<file path="src/gbrf_pkg.sv">
// Package for the grid route finder: word types, status and direction codes.
// No dependencies.
package gbrf_pkg;

  localparam int unsigned GRID_W = 8;

  localparam logic [2:0] ST_STEP   = 3'd0;
  localparam logic [2:0] ST_RANGE  = 3'd1;
  localparam logic [2:0] ST_WALL   = 3'd2;
  localparam logic [2:0] ST_SAME   = 3'd3;
  localparam logic [2:0] ST_UNREACH = 3'd4;
  localparam logic [2:0] ST_LOAD   = 3'd5;

  localparam logic [1:0] DIR_UP    = 2'd0;
  localparam logic [1:0] DIR_RIGHT = 2'd1;
  localparam logic [1:0] DIR_DOWN  = 2'd2;
  localparam logic [1:0] DIR_LEFT  = 2'd3;

  typedef struct packed {
    logic       cmd;
    logic [2:0] cell_row;
    logic [2:0] cell_col;
    logic       cell_wall;
    logic [2:0] origin_row;
    logic [2:0] origin_col;
    logic [3:0] dest_row;
    logic [3:0] dest_col;
  } in_word_t;

  typedef struct packed {
    logic [2:0] status;
    logic [1:0] direction;
    logic       last;
  } out_word_t;

  // one queue entry: cell, parent index, direction taken
  typedef struct packed {
    logic [2:0] row;
    logic [2:0] col;
    logic [5:0] parent;
    logic [1:0] dir;
  } q_entry_t;

endpackage

</file>
<file path="src/grid_bfs_route_finder_core.sv">
// Grid route finder top level: sequencer, wall/visited memories, queue and route stack.
// Depends on gbrf_pkg and gbrf_nbr.
//
// Usage: drive in_word and raise start while busy is low; the word is taken at that
// edge. After reset a pass clears the wall and visited memories, with busy high. A
// load word writes one wall bit; its load done word goes out from S_STATUS. A find
// word passes through S_CHECK for the range, wall and same-cell checks (a failing
// check sends its status word from S_STATUS), then a pass clears the visited memory,
// then each queued cell is fetched from the queue memory in S_QREAD and S_QWAIT, and
// each neighbor (up, right, down, left) goes through the shared step unit in S_NBR,
// which forms the cell and reads wall/visited, and S_NCHK, which decides. When the
// destination is hit the route is traced back through the queue, one S_TRREAD and
// S_TRWAIT pass per step, onto the route stack, then played out one word per S_SREAD
// and S_SWAIT pass, origin first, with last on the final step. Each result is on
// out_word for one cycle with out_valid; the receiver cannot stall. busy falls in the
// cycle the final word is out, so the next word can be accepted at the edge that ends
// it.
// Reset clears the control state; queue and stack contents are not cleared.
module grid_bfs_route_finder_core
  import gbrf_pkg::*;
#(
  parameter int ROWS = 8,
  parameter int COLS = 8
) (
  input  logic      clk,
  input  logic      rst_n,
  input  logic      start,
  output logic      busy,
  input  in_word_t  in_word,
  output logic      out_valid,
  output out_word_t out_word
);

  typedef enum logic [3:0] {
    S_INIT, S_IDLE, S_CHECK, S_CLEAR, S_QREAD, S_QWAIT, S_NBR, S_NCHK, S_TRREAD,
    S_TRWAIT, S_SREAD, S_SWAIT, S_STATUS
  } state_t;

  state_t    state_r;
  in_word_t  req_r;
  logic [6:0]  head_r, tail_r;
  logic [1:0]  d_r;
  logic [2:0]  cur_row_r, cur_col_r;
  logic [6:0]  len_r;
  logic [5:0]  idx_r;
  logic [5:0]  clr_r;
  logic [2:0]  st_r;
  logic        ov_r;
  out_word_t   ow_r;

  q_entry_t queue_mem [64];
  logic [1:0] stack_mem [64];
  logic       wall_mem [64];
  logic       vis_mem [64];
  q_entry_t q_rd_r;
  logic [1:0] s_rd_r;
  logic       w_rd_r;
  logic       v_rd_r;

  logic [2:0] nrow, ncol;
  logic       nin;
  logic [5:0] ncell;

  gbrf_nbr #(.ROWS(ROWS), .COLS(COLS)) u_nbr (
    .row(cur_row_r), .col(cur_col_r), .dir(d_r),
    .nrow(nrow), .ncol(ncol), .inside_grid(nin)
  );

  assign ncell = {nrow, ncol};

  logic dest_oor, org_oor, dest_wall, hit, enq;
  assign dest_oor  = (req_r.dest_row >= 4'(ROWS)) || (req_r.dest_col >= 4'(COLS));
  assign org_oor   = ({1'b0, req_r.origin_row} >= 4'(ROWS)) ||
                     ({1'b0, req_r.origin_col} >= 4'(COLS));
  // wall bit of the destination, read at acceptance, valid in S_CHECK
  assign dest_wall = w_rd_r;
  assign hit = nin && ({1'b0, nrow} == req_r.dest_row) && ({1'b0, ncol} == req_r.dest_col);
  assign enq = (state_r == S_NCHK) && nin && !w_rd_r && !v_rd_r && !tail_r[6];

  // memories
  logic       q_we;
  logic [5:0] q_wa, q_ra;
  q_entry_t   q_wd;
  logic       s_we;
  logic [5:0] s_wa, s_ra;
  logic [1:0] s_wd;
  logic       w_we, w_wd;
  logic [5:0] w_wa, w_ra;
  logic       v_we, v_wd;
  logic [5:0] v_wa, v_ra;

  always_ff @(posedge clk) begin
    if (q_we) queue_mem[q_wa] <= q_wd;
    q_rd_r <= queue_mem[q_ra];
    if (s_we) stack_mem[s_wa] <= s_wd;
    s_rd_r <= stack_mem[s_ra];
    if (w_we) wall_mem[w_wa] <= w_wd;
    w_rd_r <= wall_mem[w_ra];
    if (v_we) vis_mem[v_wa] <= v_wd;
    v_rd_r <= vis_mem[v_ra];
  end

  always_comb begin
    q_we = 1'b0; q_wa = tail_r[5:0]; q_wd = '0;
    q_ra = (state_r == S_QREAD) ? head_r[5:0] : idx_r;
    s_we = 1'b0; s_wa = len_r[5:0]; s_wd = d_r;
    s_ra = len_r[5:0] - 6'd1;
    w_we = 1'b0; w_wa = clr_r; w_wd = 1'b0;
    w_ra = (state_r == S_IDLE) ? {in_word.dest_row[2:0], in_word.dest_col[2:0]} : ncell;
    v_we = 1'b0; v_wa = clr_r; v_wd = 1'b0;
    v_ra = ncell;
    if (state_r == S_INIT) begin
      w_we = 1'b1;
      v_we = 1'b1;
    end else if (state_r == S_IDLE && start && !in_word.cmd &&
                 {1'b0, in_word.cell_row} < 4'(ROWS) &&
                 {1'b0, in_word.cell_col} < 4'(COLS)) begin
      w_we = 1'b1;
      w_wa = {in_word.cell_row, in_word.cell_col};
      w_wd = in_word.cell_wall;
    end else if (state_r == S_CLEAR) begin
      // clearing pass marks the origin as it goes by
      v_we = 1'b1;
      v_wd = (clr_r == {req_r.origin_row, req_r.origin_col});
    end
    if (state_r == S_CHECK && !dest_oor && !dest_wall && !org_oor &&
        !({1'b0, req_r.origin_row} == req_r.dest_row &&
          {1'b0, req_r.origin_col} == req_r.dest_col)) begin
      q_we = 1'b1; q_wa = 6'd0;
      q_wd = '{row: req_r.origin_row, col: req_r.origin_col, parent: 6'd0, dir: 2'd0};
    end else if (enq) begin
      q_we = 1'b1;
      q_wd = '{row: nrow, col: ncol, parent: head_r[5:0], dir: d_r};
      v_we = 1'b1; v_wa = ncell; v_wd = 1'b1;
    end else if (state_r == S_NBR && hit) begin
      s_we = 1'b1; s_wa = 6'd0; s_wd = d_r;
    end else if (state_r == S_TRWAIT) begin
      s_we = 1'b1; s_wa = len_r[5:0]; s_wd = q_rd_r.dir;
    end
  end

  always_ff @(posedge clk) begin
    if (!rst_n) begin
      state_r <= S_INIT;
      head_r <= '0;
      tail_r <= '0;
      ov_r <= 1'b0;
      len_r <= '0;
      clr_r <= '0;
    end else begin
      ov_r <= 1'b0;
      unique case (state_r)
        S_INIT: begin
          clr_r <= clr_r + 6'd1;
          if (clr_r == 6'd63) state_r <= S_IDLE;
        end
        S_IDLE: if (start) begin
          req_r <= in_word;
          if (!in_word.cmd) begin
            st_r <= ST_LOAD;
            state_r <= S_STATUS;
          end else begin
            state_r <= S_CHECK;
          end
        end
        S_CHECK: begin
          if (dest_oor) begin
            st_r <= ST_RANGE; state_r <= S_STATUS;
          end else if (dest_wall) begin
            st_r <= ST_WALL; state_r <= S_STATUS;
          end else if ({1'b0, req_r.origin_row} == req_r.dest_row &&
                       {1'b0, req_r.origin_col} == req_r.dest_col) begin
            st_r <= ST_SAME; state_r <= S_STATUS;
          end else if (org_oor) begin
            st_r <= ST_UNREACH; state_r <= S_STATUS;
          end else begin
            clr_r <= '0;
            head_r <= 7'd0;
            tail_r <= 7'd1;
            state_r <= S_CLEAR;
          end
        end
        S_CLEAR: begin
          clr_r <= clr_r + 6'd1;
          if (clr_r == 6'd63) state_r <= S_QREAD;
        end
        S_QREAD: begin
          if (head_r < tail_r && !head_r[6]) state_r <= S_QWAIT;
          else begin
            st_r <= ST_UNREACH; state_r <= S_STATUS;
          end
        end
        S_QWAIT: begin
          cur_row_r <= q_rd_r.row;
          cur_col_r <= q_rd_r.col;
          d_r <= DIR_UP;
          state_r <= S_NBR;
        end
        S_NBR: begin
          if (hit) begin
            len_r <= 7'd1;
            idx_r <= head_r[5:0];
            state_r <= (head_r[5:0] == 6'd0) ? S_SREAD : S_TRREAD;
          end else begin
            state_r <= S_NCHK;
          end
        end
        S_NCHK: begin
          if (enq) tail_r <= tail_r + 7'd1;
          d_r <= d_r + 2'd1;
          if (d_r == DIR_LEFT) begin
            head_r <= head_r + 7'd1;
            state_r <= S_QREAD;
          end else begin
            state_r <= S_NBR;
          end
        end
        S_TRREAD: state_r <= S_TRWAIT;
        S_TRWAIT: begin
          len_r <= len_r + 7'd1;
          idx_r <= q_rd_r.parent;
          if (q_rd_r.parent == 6'd0 || len_r == 7'd63) state_r <= S_SREAD;
          else state_r <= S_TRREAD;
        end
        S_SREAD: state_r <= S_SWAIT;
        S_SWAIT: begin
          ov_r <= 1'b1;
          ow_r <= '{status: ST_STEP, direction: s_rd_r, last: (len_r == 7'd1)};
          len_r <= len_r - 7'd1;
          state_r <= (len_r == 7'd1) ? S_IDLE : S_SREAD;
        end
        S_STATUS: begin
          ov_r <= 1'b1;
          ow_r <= '{status: st_r, direction: 2'd0, last: 1'b1};
          state_r <= S_IDLE;
        end
        default: state_r <= S_IDLE;
      endcase
    end
  end

  assign busy = (state_r != S_IDLE);
  assign out_valid = ov_r;
  assign out_word = ow_r;

  property p_tail_bound;
    @(posedge clk) disable iff (!rst_n) tail_r <= 7'd64;
  endproperty
  a_tail_bound: assert property (p_tail_bound) else $error("queue tail past end");

  property p_head_tail;
    @(posedge clk) disable iff (!rst_n) (state_r == S_NBR) |-> (head_r < tail_r);
  endproperty
  a_head_tail: assert property (p_head_tail) else $error("expanding empty queue");

  property p_status_last;
    @(posedge clk) disable iff (!rst_n)
      (out_valid && out_word.status != ST_STEP) |-> (out_word.last && out_word.direction == 2'd0);
  endproperty
  a_status_last: assert property (p_status_last) else $error("status word malformed");

  property p_last_idle;
    @(posedge clk) disable iff (!rst_n) (out_valid && out_word.last) |-> !busy;
  endproperty
  a_last_idle: assert property (p_last_idle) else $error("busy after last word");

endmodule

</file>
<file path="src/gbrf_nbr.sv">
// Neighbor step unit: one cell plus one direction, with grid bound check.
// Depends on gbrf_pkg.
module gbrf_nbr
  import gbrf_pkg::*;
#(
  parameter int ROWS = 8,
  parameter int COLS = 8
) (
  input  logic [2:0] row,
  input  logic [2:0] col,
  input  logic [1:0] dir,
  output logic [2:0] nrow,
  output logic [2:0] ncol,
  output logic       inside_grid
);
  logic [3:0] r4, c4;
  always_comb begin
    r4 = {1'b0, row};
    c4 = {1'b0, col};
    inside_grid = 1'b1;
    unique case (dir)
      DIR_UP: begin
        if (row == 3'd0) inside_grid = 1'b0;
        r4 = {1'b0, row} - 4'd1;
      end
      DIR_RIGHT: c4 = {1'b0, col} + 4'd1;
      DIR_DOWN:  r4 = {1'b0, row} + 4'd1;
      default: begin
        if (col == 3'd0) inside_grid = 1'b0;
        c4 = {1'b0, col} - 4'd1;
      end
    endcase
    if (r4 >= 4'(ROWS) || c4 >= 4'(COLS)) inside_grid = 1'b0;
    nrow = r4[2:0];
    ncol = c4[2:0];
  end
endmodule
</file>
<file path="config.mk">
export PLATFORM = sky130hd
export DESIGN_NAME = grid_bfs_route_finder_core
export DESIGN_NICKNAME = d
export VERILOG_FILES = /design/src/gbrf_pkg.sv /design/src/grid_bfs_route_finder_core.sv /design/src/gbrf_nbr.sv
export SDC_FILE = /design/constraint.sdc
export NUM_CORES = 2
export LEC_CHECK = 0
export BUFFER_PORTS_ARGS = -buffer_cell sky130_fd_sc_hd__buf_2
export CORE_MARGIN = 2
export CORE_UTILIZATION = 55
export DETAILED_ROUTE_END_ITERATION = 6
export PLACE_DENSITY = 0.71
export SETUP_SLACK_MARGIN = 0.15
export SLEW_MARGIN = 20
export SYNTH_ARGS = -nofsm -noshare
export SYNTH_HDL_FRONTEND = slang
export SYNTH_SLANG_ARGS = --single-unit
</file>
<file path="constraint.sdc">
create_clock -name clk -period 14.25 [get_ports clk]
set_clock_uncertainty 0.1 [all_clocks]
set_input_delay 1.425 -clock clk [delete_from_list [all_inputs] [get_ports clk]]
set_output_delay 1.425 -clock clk [all_outputs]
set_load 0.05 [all_outputs]
</file>
==> qor.yml <==
syn2layout_area_growth_pct: 12.5
path_buf_inv: 3
cts_tree: "built"
start_util_pct: 55.3
p_sw_share_pct: 19.2
outcome: "finished, final reports clean"
power_switching_mw: 1.40
drt-vias-per-instance: 6.56
critical_path_class: "register to register"
cp_cell_sequence: "inv_1, ha_1, nor3b_2, mux2i_4, buf_12, buf_12, mux4_2, a22oi_1, nand2_1, a22oi_1, o221ai_1"
power_leakage_nw: 15.6
internal_power_mw: 5.90
tightestPinTransition_ns: 1.16
synth_simple_gate_area_share_pct: 5.67
synthFlopType: "edfxtp_1"
grt_pass1_vias: 27252
io_buffers: 32
routed_wl_um: 118000
die-height_um: 307
yosysWarnings: 0
globalplace.congestion: 0.896
cts_resized: 0
hold_buffers: 0
crit_cells: 11
clock_sinks: 1239
cellPowerDensity_nw_per_um2: 129
crit_path_start_kind: "register"
cts_buffers: 121
critPathArrivalTime_ns: 6.07
period_needed_ns: 5.64
routedWlPerCell_um: 28.4
cts_setup_buffers: 0
firstDrtPassIters: 6
synth-xor-area-share_pct: 0.731
synth_compound_area_share_pct: 4.59
p_clk_share_pct: 45.7
multi_input_area_um2: 13500
grt_max_degree: 135
synth_fa_ha_area_share_pct: 0.669
synth_cells: 2779
drv_slew: 0
post-route-period-util_pct: 39.6
final_cells: 4142
hold_class: "register to register"
path_delay_family: "buffers and inverters"
grtUsageTotal_pct: 25.2
crit_path_top_delay_cell: "buf_12"
avgSynthCellArea_um2: 18.2
synth_edf_count: 1189
pwr-share-comb_pct: 0.4
drt-initial-drc-count: 3518
synth_area_um2: 50500
slowest_delay_ns: 0.74
ant_nets: 0
yosysSeqAreaShare_pct: 72.7
rows: 111
pin_count: 33
synth_top_family_by_area: "multiplexers"
final.setup.tns_ns: 0
timing.fmax_ghz: 0.177
power_frac_seq_pct: 53.9
final_nets: 2902
hold_viol: 0
vias: 27163
synthArstFlopShare_pct: 0
die_width_um: 307
seqCellArea_um2: 36700
reg2reg_depth: 11
cp_max_fo: 113
cts_max_level: 3
drive_gt1_share_pct: 23.0
slew_headroom_pct: 22.8
synth.distinct_cells: 81
hold_depth: 0
syn_nets: 2831
crit_required_ns: 14.68
cap_violations: 0
core-area_um2: 91200
cts_root_buffer: "clkbuf_16"
antenna_cells: 0
cts_buffer_depth: 3
synth-seq-cells: 1239
rsz0062_at_grt: "no"
drcViolationCount: 0
fillers: 6185
dp.cells: 3910
post-route-util_pct: 62.2
end_kind: "register"
die-area_um2: 94200
dp_hpwl_um: 67900
setup_viol: 0
clk_pin_slew_worst_paths_ns: 0.07
peakVddDrop_uv: 107
grt_overflow_total: 0
clock_latency_ns: 0.72
antenna_found_initial: 1
synthMuxAreaShare_pct: 14.1
grt_pass1_wl_um: 176000
finalPower_mw: 7.30
## sequential cells by signal (all words and copies together) (netlist names)
| name | flops |
|---|---|
| clr_r | 6 |
| cur_col_r | 3 |
| cur_row_r | 3 |
| d_r | 2 |
| dest_wall | 1 |
| head_r | 7 |
| idx_r | 6 |
| len_r | 7 |
| out_valid | 1 |
| out_word | 6 |
| q_rd_r | 14 |
| queue_mem | 896 |
| req_r | 14 |
| s_rd_r | 2 |
| st_r | 3 |
| stack_mem | 128 |
| state_r | 4 |
| tail_r | 7 |
| v_rd_r | 1 |
| vis_mem | 64 |
| wall_mem | 64 |
## final timing paths
path              startpoint           end  slack (ns)
setup / recovery  state_r[3]     q_rd_r[9]        8.61
hold / removal     q_rd_r[8]  cur_col_r[0]        0.37
setup reg to reg  state_r[3]     q_rd_r[9]        8.61
hold reg to reg    q_rd_r[8]  cur_col_r[0]        0.37
## worst register-to-register path: cells and delay by family, from the launching register on
family / cells / cell delay, ns
muxes: 2 / 1.21
AOI/OAI and AO/OA: 3 / 1.19
adders and majority gates: 1 / 0.39
and+or+nand+nor: 2 / 0.60
DFF: 1 / 0.35
buffers and inverters: 3 / 1.62
## metal layers
| metal | wire [um] | track usage (%) |
|---|---|---|
| met4 | 3940 | 8.81 |
| met1 | 45800 | 34.8 |
| met5 | 0 | 0 |
| met3 | 10600 | 4.98 |
| met2 | 57500 | 40.5 |
## placed cells by master, fill, tap and decap left out, types with 30 or more instances in the layout
cell	count
edfxtp_1	1189
mux4_2	276
nor2_1	215
clkbuf_16	122
nand2_1	111
a22oi_1	76
mux2i_1	70
buf_4	68
nor3_1	55
dfxtp_1	49
nand3_1	42
nor2_2	34
a21oi_1	32
buf_2	32
a22o_1	30
## Yosys cell counts (33+ instances only)
cell type,number,area share [%]
a22oi_1,76,1.1
buf_2,33,0.33
clkbuf_1,99,0.74
dfxtp_1,50,2.0
edfxtp_1,1189,71
mux2i_1,74,1.5
mux4_2,276,12
nand2_1,111,0.83
nand3_1,43,0.43
nor2_1,262,1.9
nor3_1,68,0.67
o21ai_0,35,0.35
## metrics by stage
step | instance area, um^2 | worst slack (ns) | hold WS [ns]
after floorplan | 50500 | 8.17 | 0.286
after global placement | 52400 | 8.92 | 0.357
after detailed placement | 52500 | 8.82 | 0.360
after CTS | 56700 | 8.80 | 0.364
after global routing | 56800 | 8.24 | 0.363
final | 56800 | 8.61 | 0.369
## final cells by class
class	count	share of cell area (%)
Clock buffer	150	5.63
Clock inverter	79	1.76
Inverter	31	0.205
Multi-Input combinational cell	1350	23.7
Sequential cell	1239	64.7
Tap cell	1186	2.61
Timing Repair Buffer	107	1.39
## power by group through the flow
| stage | sequential, mW | clock (mW) | combinational (mW) |
|---|---|---|---|
| 6_report | 3.93 | 3.34 | 0.0310 |
| 5_1_grt | 3.93 | 3.52 | 0.0327 |
| 4_1_cts | 3.93 | 3.37 | 0.0302 |
| 3_5_place_dp | 4.01 | 0 | 0.0299 |
| 3_3_place_gp | 4.01 | 0 | 0.0292 |
| 2_1_floorplan | 4.01 | 0 | 0.0182 |
## logic make-up (layout without fill, tap and decap cells)
family	Yosys count	after routing
compound gates	310	310
xor+xnor	40	40
fa+ha+maj	27	27
buf+inv	190	367
flops	1239	1239
mux	361	361
simple gates	612	612
Note: power is estimated with default switching activity, not from simulation.
